`config.mk`:
```
export PLATFORM = sky130hd
export DESIGN_NAME = region_occupancy_steering
export DESIGN_NICKNAME = d
export VERILOG_FILES = /design/src/ros_pkg.sv /design/src/region_occupancy_steering.sv /design/src/ros_front.sv /design/src/ros_queue.sv /design/src/ros_back.sv
export SDC_FILE = /design/constraint.sdc
export NUM_CORES = 1
export LEC_CHECK = 0
export BUFFER_PORTS_ARGS = -buffer_cell sky130_fd_sc_hd__buf_4
export CAP_MARGIN = 20
export CORE_MARGIN = 5
export CORE_UTILIZATION = 35
export CTS_CLUSTER_DIAMETER = 40
export DETAILED_ROUTE_END_ITERATION = 7
export PLACE_DENSITY = 0.47
export SKIP_CTS_REPAIR_TIMING = 1
export SYNTH_ARGS = -nofsm -noshare
export SYNTH_HDL_FRONTEND = slang
export SYNTH_SLANG_ARGS = --single-unit
```
`constraint.sdc`:
```
create_clock -name clk_i -period 13.64 [get_ports clk_i]
set_input_delay 2.046 -clock clk_i [delete_from_list [all_inputs] [get_ports clk_i]]
set_output_delay 2.046 -clock clk_i [all_outputs]
set_load 0.02 [all_outputs]
```
`src/ros_pkg.sv`:
```
`timescale 1ns / 1ps
// ----------------------------------------------------------------------------
// Region occupancy steering package
// Shared types and fixed constants: payload structs, configuration
// register layout and the gray conversion coefficients.
// ----------------------------------------------------------------------------
package ros_pkg;

  localparam int COUNT_W    = 14;
  localparam int CFG_IDX_W  = 3;
  localparam int CFG_DATA_W = 16;
  localparam int GRAY_W     = 23;
  localparam int GRAY_SHIFT = 14;
  localparam int FACTOR_W   = 9;
  localparam int STEP_W     = 15;
  localparam int ANGLE_W    = 16;

  localparam logic [COUNT_W-1:0] COUNT_MAX = 14'h3FFF;

  localparam logic [GRAY_W-1:0] GRAY_B_COEF = 23'd1868;
  localparam logic [GRAY_W-1:0] GRAY_G_COEF = 23'd9617;
  localparam logic [GRAY_W-1:0] GRAY_R_COEF = 23'd4899;
  localparam logic [GRAY_W-1:0] GRAY_ROUND  = 23'd8192;

  localparam logic [CFG_IDX_W-1:0] REG_STRIP_COUNT     = 3'd0;
  localparam logic [CFG_IDX_W-1:0] REG_REGION_WIDTH    = 3'd1;
  localparam logic [CFG_IDX_W-1:0] REG_DISCOUNT_FACTOR = 3'd2;
  localparam logic [CFG_IDX_W-1:0] REG_MIN_ANGLE       = 3'd3;
  localparam logic [CFG_IDX_W-1:0] REG_ANGLE_STEP      = 3'd4;

  typedef struct packed {
    logic [11:0] pixel_x;
    logic [11:0] pixel_y;
    logic [7:0]  blue;
    logic [7:0]  green;
    logic [7:0]  red;
    logic        frame_end;
  } pix_t;

  typedef struct packed {
    logic signed [ANGLE_W-1:0] steer_angle;
    logic [2:0]                chosen_strip;
    logic                      speed_fast;
  } res_t;

  typedef struct packed {
    logic [3:0]                strip_count;
    logic [7:0]                region_width;
    logic [FACTOR_W-1:0]       discount_factor;
    logic signed [ANGLE_W-1:0] min_angle;
    logic [STEP_W-1:0]         angle_step;
  } cfg_t;

endpackage

```
`src/region_occupancy_steering.sv`:
```
`timescale 1ns / 1ps
// ----------------------------------------------------------------------------
// Region occupancy steering
// Counts occupied pixels in vertical strips of a frame and, at the end of
// each frame, picks the least occupied strip and reports a steering angle.
//
// Pixels enter on the in channel (valid/ready), one transfer per pixel, with
// frame_end set on the last pixel of a frame. Ordinary pixels are taken at
// one per cycle while the queue has room. A frame_end pixel produces one
// result on the out channel (valid/ready); the back end scans one strip
// counter per cycle and does not take from its queue until the result is
// emitted, so the pixel stream stalls once the four-entry queue fills.
// Other pixels produce no result. The configuration port writes one register
// per cycle with cfg_we_i; the user must use it only while the block is idle,
// which the block itself does not enforce. Reset clears all counters,
// empties the queue and loads the register defaults. When the receiver
// stalls, the result waits in the output register, the queue fills and
// in_ready_o drops.
module region_occupancy_steering #(
  parameter int MAX_STRIPS   = 8,
  parameter int STRIP_ROWS   = 90,
  parameter int SPAN_COLUMNS = 160
) (
  input  logic                               clk_i,
  input  logic                               rst_ni,
  input  logic                               cfg_we_i,
  input  logic [ros_pkg::CFG_IDX_W-1:0]      cfg_idx_i,
  input  logic [ros_pkg::CFG_DATA_W-1:0]     cfg_wdata_i,
  input  logic                               in_valid_i,
  output logic                               in_ready_o,
  input  ros_pkg::pix_t                      in_data_i,
  output logic                               out_valid_o,
  input  logic                               out_ready_i,
  output ros_pkg::res_t                      out_data_o
);
  import ros_pkg::*;

  localparam int IDX_W = $clog2(MAX_STRIPS);
  localparam int Q_W   = IDX_W + 2;

  cfg_t           cfg_q;
  logic           f_valid;
  logic           f_ready;
  logic [Q_W-1:0] f_data;
  logic           b_valid;
  logic           b_ready;
  logic [Q_W-1:0] b_data;

  always_ff @(posedge clk_i or negedge rst_ni) begin
    if (!rst_ni) begin
      cfg_q.strip_count     <= 4'd3;
      cfg_q.region_width    <= 8'd53;
      cfg_q.discount_factor <= 9'd218;
      cfg_q.min_angle       <= -16'sd5734;
      cfg_q.angle_step      <= 15'd5734;
    end else if (cfg_we_i) begin
      case (cfg_idx_i)
        REG_STRIP_COUNT:     cfg_q.strip_count     <= cfg_wdata_i[3:0];
        REG_REGION_WIDTH:    cfg_q.region_width    <= cfg_wdata_i[7:0];
        REG_DISCOUNT_FACTOR: cfg_q.discount_factor <= cfg_wdata_i[FACTOR_W-1:0];
        REG_MIN_ANGLE:       cfg_q.min_angle       <= $signed(cfg_wdata_i);
        REG_ANGLE_STEP:      cfg_q.angle_step      <= cfg_wdata_i[STEP_W-1:0];
        default: begin
        end
      endcase
    end
  end

  ros_front #(
    .MAX_STRIPS  (MAX_STRIPS),
    .STRIP_ROWS  (STRIP_ROWS),
    .SPAN_COLUMNS(SPAN_COLUMNS),
    .IDX_W       (IDX_W)
  ) u_front (
    .clk_i     (clk_i),
    .rst_ni    (rst_ni),
    .cfg_i     (cfg_q),
    .in_valid_i(in_valid_i),
    .in_ready_o(in_ready_o),
    .in_data_i (in_data_i),
    .q_valid_o (f_valid),
    .q_ready_i (f_ready),
    .q_data_o  (f_data)
  );

  ros_queue #(
    .DATA_W(Q_W),
    .DEPTH (4)
  ) u_queue (
    .clk_i      (clk_i),
    .rst_ni     (rst_ni),
    .in_valid_i (f_valid),
    .in_ready_o (f_ready),
    .in_data_i  (f_data),
    .out_valid_o(b_valid),
    .out_ready_i(b_ready),
    .out_data_o (b_data)
  );

  ros_back #(
    .MAX_STRIPS(MAX_STRIPS),
    .IDX_W     (IDX_W)
  ) u_back (
    .clk_i      (clk_i),
    .rst_ni     (rst_ni),
    .cfg_i      (cfg_q),
    .q_valid_i  (b_valid),
    .q_ready_o  (b_ready),
    .q_data_i   (b_data),
    .out_valid_o(out_valid_o),
    .out_ready_i(out_ready_i),
    .out_data_o (out_data_o)
  );

endmodule

```
`src/ros_front.sv`:
```
`timescale 1ns / 1ps
// ----------------------------------------------------------------------------
// Region occupancy steering front end
// Registers each pixel with its occupancy flag, then finds the strip it
// falls in and pushes one entry per pixel into the work queue.
// ----------------------------------------------------------------------------
module ros_front #(
  parameter int MAX_STRIPS   = 8,
  parameter int STRIP_ROWS   = 90,
  parameter int SPAN_COLUMNS = 160,
  parameter int IDX_W        = 3
) (
  input  logic                clk_i,
  input  logic                rst_ni,
  input  ros_pkg::cfg_t       cfg_i,
  input  logic                in_valid_i,
  output logic                in_ready_o,
  input  ros_pkg::pix_t       in_data_i,
  output logic                q_valid_o,
  input  logic                q_ready_i,
  output logic [IDX_W+1:0]    q_data_o
);
  import ros_pkg::*;

  localparam int NUM_W = $clog2(MAX_STRIPS + 1);
  localparam int LIM_W = 8 + NUM_W;

  logic              s1_v_q;
  logic              gray_nz_q;
  logic [11:0]       x_q;
  logic [11:0]       y_q;
  logic              last_q;
  logic [GRAY_W-1:0] gray_sum;
  logic [NUM_W-1:0]  n_use;
  logic [NUM_W-1:0]  below;
  logic [LIM_W-1:0]  lim;
  logic              hit;
  logic [IDX_W-1:0]  strip;

  assign gray_sum = GRAY_W'(in_data_i.blue) * GRAY_B_COEF
                  + GRAY_W'(in_data_i.green) * GRAY_G_COEF
                  + GRAY_W'(in_data_i.red) * GRAY_R_COEF
                  + GRAY_ROUND;

  assign in_ready_o = !s1_v_q || q_ready_i;

  always_ff @(posedge clk_i or negedge rst_ni) begin
    if (!rst_ni) begin
      s1_v_q <= 1'b0;
    end else if (in_ready_o) begin
      s1_v_q <= in_valid_i;
    end
  end

  always_ff @(posedge clk_i) begin
    if (in_ready_o && in_valid_i) begin
      gray_nz_q <= gray_sum[GRAY_W-1:GRAY_SHIFT] != '0;
      x_q       <= in_data_i.pixel_x;
      y_q       <= in_data_i.pixel_y;
      last_q    <= in_data_i.frame_end;
    end
  end

  always_comb begin
    if (cfg_i.strip_count == '0) begin
      n_use = NUM_W'(1);
    end else if (32'(cfg_i.strip_count) > 32'(MAX_STRIPS)) begin
      n_use = NUM_W'(MAX_STRIPS);
    end else begin
      n_use = NUM_W'(cfg_i.strip_count);
    end
  end

  always_comb begin
    below = '0;
    lim   = '0;
    for (int i = 0; i < MAX_STRIPS; i++) begin
      lim   = LIM_W'(i + 1) * LIM_W'(cfg_i.region_width);
      below = below + NUM_W'(lim <= LIM_W'(x_q));
    end
  end

  assign hit = gray_nz_q && (cfg_i.region_width != '0)
            && (32'(y_q) < 32'(STRIP_ROWS)) && (32'(x_q) < 32'(SPAN_COLUMNS))
            && (below < n_use);
  assign strip = IDX_W'(below);

  assign q_valid_o = s1_v_q;
  assign q_data_o  = {last_q, hit, strip};

endmodule

```
`src/ros_queue.sv`:
```
`timescale 1ns / 1ps
// ----------------------------------------------------------------------------
// Region occupancy steering work queue
// Small first-in first-out buffer between the front end and the back end.
// ----------------------------------------------------------------------------
module ros_queue #(
  parameter int DATA_W = 5,
  parameter int DEPTH  = 4
) (
  input  logic              clk_i,
  input  logic              rst_ni,
  input  logic              in_valid_i,
  output logic              in_ready_o,
  input  logic [DATA_W-1:0] in_data_i,
  output logic              out_valid_o,
  input  logic              out_ready_i,
  output logic [DATA_W-1:0] out_data_o
);

  localparam int PTR_W = $clog2(DEPTH);
  localparam int CNT_W = $clog2(DEPTH + 1);

  logic [DATA_W-1:0] mem_q [DEPTH];
  logic [PTR_W-1:0]  wr_ptr_q;
  logic [PTR_W-1:0]  rd_ptr_q;
  logic [CNT_W-1:0]  cnt_q;
  logic              push;
  logic              pop;

  assign in_ready_o  = cnt_q != CNT_W'(DEPTH);
  assign out_valid_o = cnt_q != '0;
  assign out_data_o  = mem_q[rd_ptr_q];
  assign push        = in_valid_i && in_ready_o;
  assign pop         = out_valid_o && out_ready_i;

  always_ff @(posedge clk_i or negedge rst_ni) begin
    if (!rst_ni) begin
      wr_ptr_q <= '0;
      rd_ptr_q <= '0;
      cnt_q    <= '0;
    end else begin
      if (push) begin
        wr_ptr_q <= (wr_ptr_q == PTR_W'(DEPTH - 1)) ? '0 : wr_ptr_q + 1'b1;
      end
      if (pop) begin
        rd_ptr_q <= (rd_ptr_q == PTR_W'(DEPTH - 1)) ? '0 : rd_ptr_q + 1'b1;
      end
      if (push && !pop) begin
        cnt_q <= cnt_q + 1'b1;
      end else if (pop && !push) begin
        cnt_q <= cnt_q - 1'b1;
      end
    end
  end

  always_ff @(posedge clk_i) begin
    if (push) begin
      mem_q[wr_ptr_q] <= in_data_i;
    end
  end

endmodule

```
`src/ros_back.sv`:
```
`timescale 1ns / 1ps
// ----------------------------------------------------------------------------
// Region occupancy steering back end
// Updates the strip counters, and at the end of a frame scans them for the
// least discounted count, forms the steering angle and clears the counters.
// ----------------------------------------------------------------------------
module ros_back #(
  parameter int MAX_STRIPS = 8,
  parameter int IDX_W      = 3
) (
  input  logic             clk_i,
  input  logic             rst_ni,
  input  ros_pkg::cfg_t    cfg_i,
  input  logic             q_valid_i,
  output logic             q_ready_o,
  input  logic [IDX_W+1:0] q_data_i,
  output logic             out_valid_o,
  input  logic             out_ready_i,
  output ros_pkg::res_t    out_data_o
);
  import ros_pkg::*;

  localparam int NUM_W  = $clog2(MAX_STRIPS + 1);
  localparam int SCAL_W = COUNT_W + FACTOR_W;
  localparam int VAL_W  = SCAL_W - 8;
  localparam int PA_W   = STEP_W + IDX_W;
  localparam int SUM_W  = PA_W + 2;

  localparam logic [1:0] ST_IDLE  = 2'd0;
  localparam logic [1:0] ST_SCAN  = 2'd1;
  localparam logic [1:0] ST_ANGLE = 2'd2;
  localparam logic [1:0] ST_EMIT  = 2'd3;

  localparam logic signed [SUM_W-1:0] SAT_HI = SUM_W'(32767);
  localparam logic signed [SUM_W-1:0] SAT_LO = SUM_W'(-32768);

  logic [1:0]               state_q;
  logic [1:0]               state_d;
  logic [COUNT_W-1:0]       counts_q [MAX_STRIPS];
  logic [IDX_W-1:0]         idx_q;
  logic [IDX_W-1:0]         best_q;
  logic [VAL_W-1:0]         best_val_q;
  logic [PA_W-1:0]          prod_q;
  logic                     out_v_q;
  res_t                     out_q;
  logic [NUM_W-1:0]         n_use;
  logic                     pop;
  logic                     q_last;
  logic                     q_hit;
  logic [IDX_W-1:0]         q_strip;
  logic [COUNT_W-1:0]       cur;
  logic [SCAL_W-1:0]        scaled;
  logic [VAL_W-1:0]         val;
  logic                     take;
  logic                     scan_end;
  logic                     emit;
  logic signed [SUM_W-1:0]  sum_s;
  logic signed [SUM_W-1:0]  neg_s;
  logic signed [ANGLE_W-1:0] angle;

  always_comb begin
    if (cfg_i.strip_count == '0) begin
      n_use = NUM_W'(1);
    end else if (32'(cfg_i.strip_count) > 32'(MAX_STRIPS)) begin
      n_use = NUM_W'(MAX_STRIPS);
    end else begin
      n_use = NUM_W'(cfg_i.strip_count);
    end
  end

  assign q_last    = q_data_i[IDX_W+1];
  assign q_hit     = q_data_i[IDX_W];
  assign q_strip   = q_data_i[IDX_W-1:0];
  assign q_ready_o = state_q == ST_IDLE;
  assign pop       = q_valid_i && q_ready_o;

  assign cur      = counts_q[idx_q];
  assign scaled   = SCAL_W'(cur) * SCAL_W'(cfg_i.discount_factor);
  assign val      = (NUM_W'(idx_q) == (n_use >> 1)) ? scaled[SCAL_W-1:8] : VAL_W'(cur);
  assign take     = (idx_q == '0) || (val < best_val_q);
  assign scan_end = NUM_W'(idx_q) == n_use - 1'b1;
  assign emit     = (state_q == ST_EMIT) && (!out_v_q || out_ready_i);

  assign sum_s = SUM_W'(cfg_i.min_angle) + $signed(SUM_W'(prod_q));
  assign neg_s = -sum_s;

  always_comb begin
    if (neg_s > SAT_HI) begin
      angle = 16'sh7FFF;
    end else if (neg_s < SAT_LO) begin
      angle = 16'sh8000;
    end else begin
      angle = neg_s[ANGLE_W-1:0];
    end
  end

  always_comb begin
    state_d = state_q;
    case (state_q)
      ST_IDLE: begin
        if (pop && q_last) begin
          state_d = ST_SCAN;
        end
      end
      ST_SCAN: begin
        if (scan_end) begin
          state_d = ST_ANGLE;
        end
      end
      ST_ANGLE: begin
        state_d = ST_EMIT;
      end
      ST_EMIT: begin
        if (emit) begin
          state_d = ST_IDLE;
        end
      end
      default: begin
        state_d = ST_IDLE;
      end
    endcase
  end

  always_ff @(posedge clk_i or negedge rst_ni) begin
    if (!rst_ni) begin
      state_q <= ST_IDLE;
      out_v_q <= 1'b0;
      idx_q   <= '0;
      for (int i = 0; i < MAX_STRIPS; i++) begin
        counts_q[i] <= '0;
      end
    end else begin
      state_q <= state_d;
      if (emit) begin
        out_v_q <= 1'b1;
      end else if (out_ready_i) begin
        out_v_q <= 1'b0;
      end
      if (pop && q_hit && counts_q[q_strip] != COUNT_MAX) begin
        counts_q[q_strip] <= counts_q[q_strip] + 1'b1;
      end
      if (emit) begin
        for (int i = 0; i < MAX_STRIPS; i++) begin
          counts_q[i] <= '0;
        end
      end
      if (state_q == ST_SCAN) begin
        idx_q <= scan_end ? '0 : idx_q + 1'b1;
      end
    end
  end

  always_ff @(posedge clk_i) begin
    if (state_q == ST_SCAN && take) begin
      best_q     <= idx_q;
      best_val_q <= val;
    end
    if (state_q == ST_ANGLE) begin
      prod_q <= PA_W'(cfg_i.angle_step) * PA_W'(best_q);
    end
    if (emit) begin
      out_q.steer_angle  <= angle;
      out_q.chosen_strip <= 3'(best_q);
      out_q.speed_fast   <= angle == '0;
    end
  end

  assign out_valid_o = out_v_q;
  assign out_data_o  = out_q;

endmodule

```
==> metrics.yaml, run 1 <==
worst_ep_arrival_time_ps: 10400
vias: 19400
crit_cells: 31
dp_slack_ps: 2890
synth-main-ff-cell: "dfrtp_1"
netlist_top_cells_count: "440 x inv_1, 373 x ha_1, 201 x fa_1"
ff2ff_setup_slack_ps: 4360
synth_enable_flop_cells: 101
postSynthCellCount: 2600
ys_types: 102
synth_nets: 3247
synth_area_leaders: "ha_1 17%, fa_1 15%, dfrtp_1 14%, edfxtp_1 11%, inv_1 6.0%"
critPathCaptureType: "flip-flop"
rsz0062_at_grt: "no"
yosysMostFrequentCell: "inv_1"
setup_tns_ps: 0
first_iter_violations: 1052
crit_fanout: 6
crit_family: "adder cells"
timing.rr.start: "u_back.idx_q[0]$_DFFE_PN0P_"
finalSetupViolations: 0
postRouteAntennaNets: 0
cts_buffer_depth: 3
slowest_stage: "fa_1"
power.density_nw_per_um2: 261
grt_antenna_before_repair: 0
ys_warn_count: 0
max_cap_viol_count: 0
fmax_ghz: 0.0992
layout.nets: 3342
cts-root-buf: "clkbuf_16"
yosysSeqAreaShare: 0.275
grt.total_usage: 0.168
fillers: 7613
die-height_um: 289
clkTransAtPathRegs_ps: 50
die_area_sq_um: 83800
path_buf_inv: 5
worst_ep_required_time_ps: 13950
syn_avg_cell_area_sq_um: 10.5
slew-limit-headroom: 0.313
grt_pass1_wl_mm: 113
gp_congestion: 0.839
hp-class: "flip-flop to flip-flop"
p_leak_nw: 14.8
numCtsBuffers: 50
die_w_um: 289
status: "complete, no violations"
layout_setup_ws_ps: 3560
grt_pass1_vias: 20600
drv_slew: 0
dpl.hpwl_mm: 53.4
worstReg2RegEnd: "u_back.best_val_q[3]$_DFFE_PP_"
yosys.area.top_type: "ha_1"
crit_start: "in_data_i[22]"
grt_max_degree: 73
rows: 102
start_kind: "input pin"
syn_area_sq_um: 27300
port_buffers: 93
syn2layout_area_growth_pct: 12.8
period_needed_ps: 10080
fin_worst_skew_ps: 25.4
ir_drop_v: 0.000155
cp_common_cell: "ha_1"
cts.sinks: 279
cts_tree: "done"
drt-vias-per-instance: 5.13
reg2reg_depth: 27
insertion_delay_ps: 600
ys_ff_latch: 279
crit_type: "input pin to flip-flop"
hold_viol: 0
wire_per_inst_um: 18.4
hold_path_depth: 0
drive_above_1_share: 0.139
endpoint: "u_front.gray_nz_q$_DFFE_PP_"
ios: 95
route.detailed.drc: 0
dr.pass1.iters: 5
gr-total-overflow: 0
synthArstFlopShare: 0.638
htreeDepth: 2
min_period_over_period: 0.739
critical-path-max-stage-delay_ps: 550
tightest_slew_ps: 1030
initial_core_util: 0.353
routed_wl_mm: 69.6
coreArea_sq_um: 77500
synth.top_cell.area_share: 0.171
## how the worst min path moves through the flow
stage	start	to	slack, ps
4_1_cts	u_back.idx_q[1]$_DFFE_PN0P_	u_back.best_q[1]$_DFFE_PP_	490
5_1_grt	u_back.idx_q[1]$_DFFE_PN0P_	u_back.best_q[1]$_DFFE_PP_	510
6_report	u_back.idx_q[1]$_DFFE_PN0P_	u_back.best_q[1]$_DFFE_PP_	470
3_3_place_gp	u_back.idx_q[1]$_DFFE_PN0P_	u_back.best_q[1]$_DFFE_PP_	440
3_5_place_dp	u_back.idx_q[1]$_DFFE_PN0P_	u_back.best_q[1]$_DFFE_PP_	450
2_1_floorplan	u_back.idx_q[0]$_DFFE_PN0P_	u_back.best_q[0]$_DFFE_PP_	450
## cell families after synthesis
kind of cell	Yosys count	share of synthesized area
compound gates	482	0.130
buf+inv	508	0.0754
fa+ha+maj	574	0.318
simple gates	539	0.105
mux	133	0.0676
xor+xnor	85	0.0290
flops	279	0.275
## placed cells by master, fill, tap and decap left out, types with 32 or more instances in the layout
cell type,Yosys,final
nor2b_1,38,38
mux2_2,69,69
xnor2_1,51,51
nand2_1,177,177
fa_1,201,201
edfxtp_1,101,101
buf_4,3,107
clkbuf_16,0,53
a21oi_1,96,95
and2_1,58,57
a21o_1,65,65
nor3_1,33,32
nand2b_1,37,37
inv_1,440,440
mux4_2,34,34
ha_1,373,373
o21ai_0,65,65
dfrtp_1,151,150
nor2_1,74,74
a22o_1,77,77
## per-layer routing
layer,global-route usage,vias up,part of all wire
met4,0.0409,0,0.022
met5,0,-,0
met2,0.282,355,0.47
li1,-,9206,-
met3,0.0235,96,0.041
met1,0.232,9712,0.46
## where the power goes
part / switching [mW] / internal, mW / total [mW] / leakage [nW]
logic: 3.13 / 2.15 / 5.27 / 10.7
registers: 0.255 / 1.25 / 1.50 / 3.27
clock network: 0.454 / 0.807 / 1.26 / 0.849
total: 3.84 / 4.20 / 8.04 / 14.8
## cell type report
class	instances	area (sq um)	share of cell area
clock inverters	30	303	0.00982
clock buffers	64	1440	0.0466
flip-flops and latches	279	7520	0.244
inverters	442	1660	0.0538
repair buffers	109	830	0.0269
multi-input cells	1813	17800	0.576
well taps	1040	1300	0.0422
diodes	2	5.00	0.000162
## state kept, by name, summed over array words and instances (netlist names), 11 cells and up
signal and count:
cfg_q 52, u_back.best_val_q 15, u_back.counts_q 112, u_back.out_data_o 20, u_back.prod_q 18, u_front.x_q 12
u_front.y_q 11, u_queue.mem_q 20
## stage by stage
step                utilization  instance area, sq um  hold WS (ps)  total power, mW  instances
floorplan                     -                 27300           448             5.51       2600
global route              0.398                 30800           509             8.89       3777
finish                    0.398                 30800           471             8.04       3779
CTS                       0.398                 30800           487             8.15       3777
global placement          0.375                 29100           438             6.73       3682
detailed placement        0.375                 29100           452             6.83       3683
Note: power is estimated with default switching activity, not from simulation.
==> run 2, diff against run 1 <==
Settings changed: ABC_AREA set to 1, PLACE_DENSITY 0.47 to 0.49.
Clock period 13.64 ns to 8.9 ns, I/O delays scaled along.
==> metrics.yaml, run 2 <==
crit_type: "input pin to flip-flop"
ys_ff_latch: 279
worst_ep_required_time_ps: 9220
path_buf_inv: 7
finalSetupViolations: 0
postSynthCellCount: 3330
grt_pass1_wl_mm: 122
layout.nets: 4059
min_period_over_period: 0.923
hp-class: "flip-flop to flip-flop"
numCtsBuffers: 50
start_kind: "input pin"
vias: 21900
syn2layout_area_growth_pct: 13.0
netlist_top_cells_count: "627 x inv_1, 581 x nand2_1, 373 x ha_1"
hold_viol: 0
gr-total-overflow: 0
dp_slack_ps: 22.4
rows: 103
route.detailed.drc: 0
dpl.hpwl_mm: 56.5
critPathCaptureType: "flip-flop"
grt_pass1_vias: 22700
insertion_delay_ps: 590
first_iter_violations: 1185
syn_area_sq_um: 27700
synth-main-ff-cell: "dfrtp_1"
coreArea_sq_um: 78700
setup_tns_ps: 0
rsz0062_at_grt: "no"
drt-vias-per-instance: 4.87
crit_fanout: 6
drv_slew: 0
htreeDepth: 2
dr.pass1.iters: 5
cts_buffer_depth: 3
clkTransAtPathRegs_ps: 50
grt_antenna_before_repair: 1
drive_above_1_share: 0.0820
grt.total_usage: 0.177
period_needed_ps: 8220
ys_types: 65
slowest_stage: "fa_1"
synth_nets: 3977
synthArstFlopShare: 0.638
status: "complete, no violations"
cts_tree: "done"
synth_area_leaders: "ha_1 17%, fa_1 15%, dfrtp_1 14%, edfxtp_1 11%, inv_1 8.5%"
max_cap_viol_count: 0
initial_core_util: 0.352
grt_max_degree: 76
fin_worst_skew_ps: 20.3
postRouteAntennaNets: 0
routed_wl_mm: 74.8
gp_congestion: 0.856
final_common_cell: "inv_1"
port_buffers: 93
critical-path-max-stage-delay_ps: 510
largestRegisters: "u_back.counts_q: 112 flops, cfg_q: 52 flops"
die_area_sq_um: 84900
slew-limit-headroom: 0.320
die-height_um: 291
synth.top_cell.area_share: 0.168
layout_setup_ws_ps: 682
fmax_ghz: 0.122
wire_per_inst_um: 16.6
ios: 95
mostFrequentLayoutCells: "626 x inv_1, 581 x nand2_1, 373 x ha_1"
largest_register_ffs: 112
yosysMostFrequentCell: "inv_1"
top_register: "u_back.counts_q"
fin_util: 0.397
die_w_um: 291
tightest_slew_ps: 1020
cts-root-buf: "clkbuf_16"
synth_enable_flop_cells: 101
worst_ep_arrival_time_ps: 8530
yosysSeqAreaShare: 0.271
ys_warn_count: 0
crit_family: "adder cells"
syn_avg_cell_area_sq_um: 8.32
yosys.area.top_type: "ha_1"
cts.sinks: 279
## run 2: changes by cell type in the layout (fill, tap and decap cells not counted), sizes merged, moves of 70 or more
cell	change
a22o	-77
a21oi	+70
inv	+197
nor2	+142
o21ai	+198
nand3	+204
nand2	+422
## run 2: area by class of cell
class / instances / area (sq um)
repair buffers: 112 / 875
multi-input cells: 2326 / 17400
clock inverters: 31 / 399
inverters: 643 / 2430
clock buffers: 62 / 1400
flip-flops and latches: 279 / 7520
well taps: 1050 / 1310
fillers: 8182 / 47500
diodes: 1 / 2.50
## run 2: path summary, 6_finish.rpt
check                      slack (ps)                              end  depth (start not counted)                   startpoint
setup / recovery                  680      u_front.gray_nz_q$_DFFE_PP_                         35                in_data_i[23]
hold / removal                    480            cfg_q[25]$_DFFE_PN0P_                          2        cfg_q[25]$_DFFE_PN0P_
setup reg to reg                  800  u_back.best_val_q[13]$_DFFE_PP_                         30  u_back.idx_q[0]$_DFFE_PN0P_
hold reg to reg                   480            cfg_q[25]$_DFFE_PN0P_                          2        cfg_q[25]$_DFFE_PN0P_
max in group asynchronous        6830            cfg_q[41]$_DFFE_PN0P_                          2                       rst_ni
min in group asynchronous         800  u_back.counts_q[69]$_DFFE_PN0P_                          1                       rst_ni
## run 2: through the flow
stage | std cells | hold slack, ps | cell area, sq um
floorplan | 3330 | 423 | 27700
global placement | 4408 | 468 | 29500
detailed placement | 4408 | 475 | 29500
CTS | 4501 | 488 | 31300
global route | 4504 | 502 | 31300
finish | 4504 | 483 | 31300
## run 2: cell families (layout without fill, tap and decap cells)
group | Yosys count | count (layout) | synth area share
xor+xnor | 93 | 93 | 0.0299
mux | 1 | 1 | 0.000406
buf+inv | 725 | 848 | 0.103
compound gates | 546 | 546 | 0.108
other cells | 0 | 1 | 0
simple gates | 1112 | 1112 | 0.173
fa+ha+maj | 574 | 574 | 0.314
flops | 279 | 279 | 0.271
## run 2: layer usage
layer | up-vias | share of wire | routed length [um] | track usage
met3 | 94 | 0.041 | 3050 | 0.0250
met2 | 393 | 0.47 | 35400 | 0.304
li1 | 11000 | - | - | -
met1 | 10500 | 0.46 | 34800 | 0.236
met5 | - | 0 | 0 | 0
met4 | 0 | 0.021 | 1590 | 0.0419
## run 2: worst min-delay path, cell delays in order (launching register included)
cell	delay, ps
dfrtp_1	330
nand2_1	50
o21ai_0	60
Power of run 2 is not shown: default switching activity piles up to over one toggle a cycle in this logic, so the estimate is an artifact.
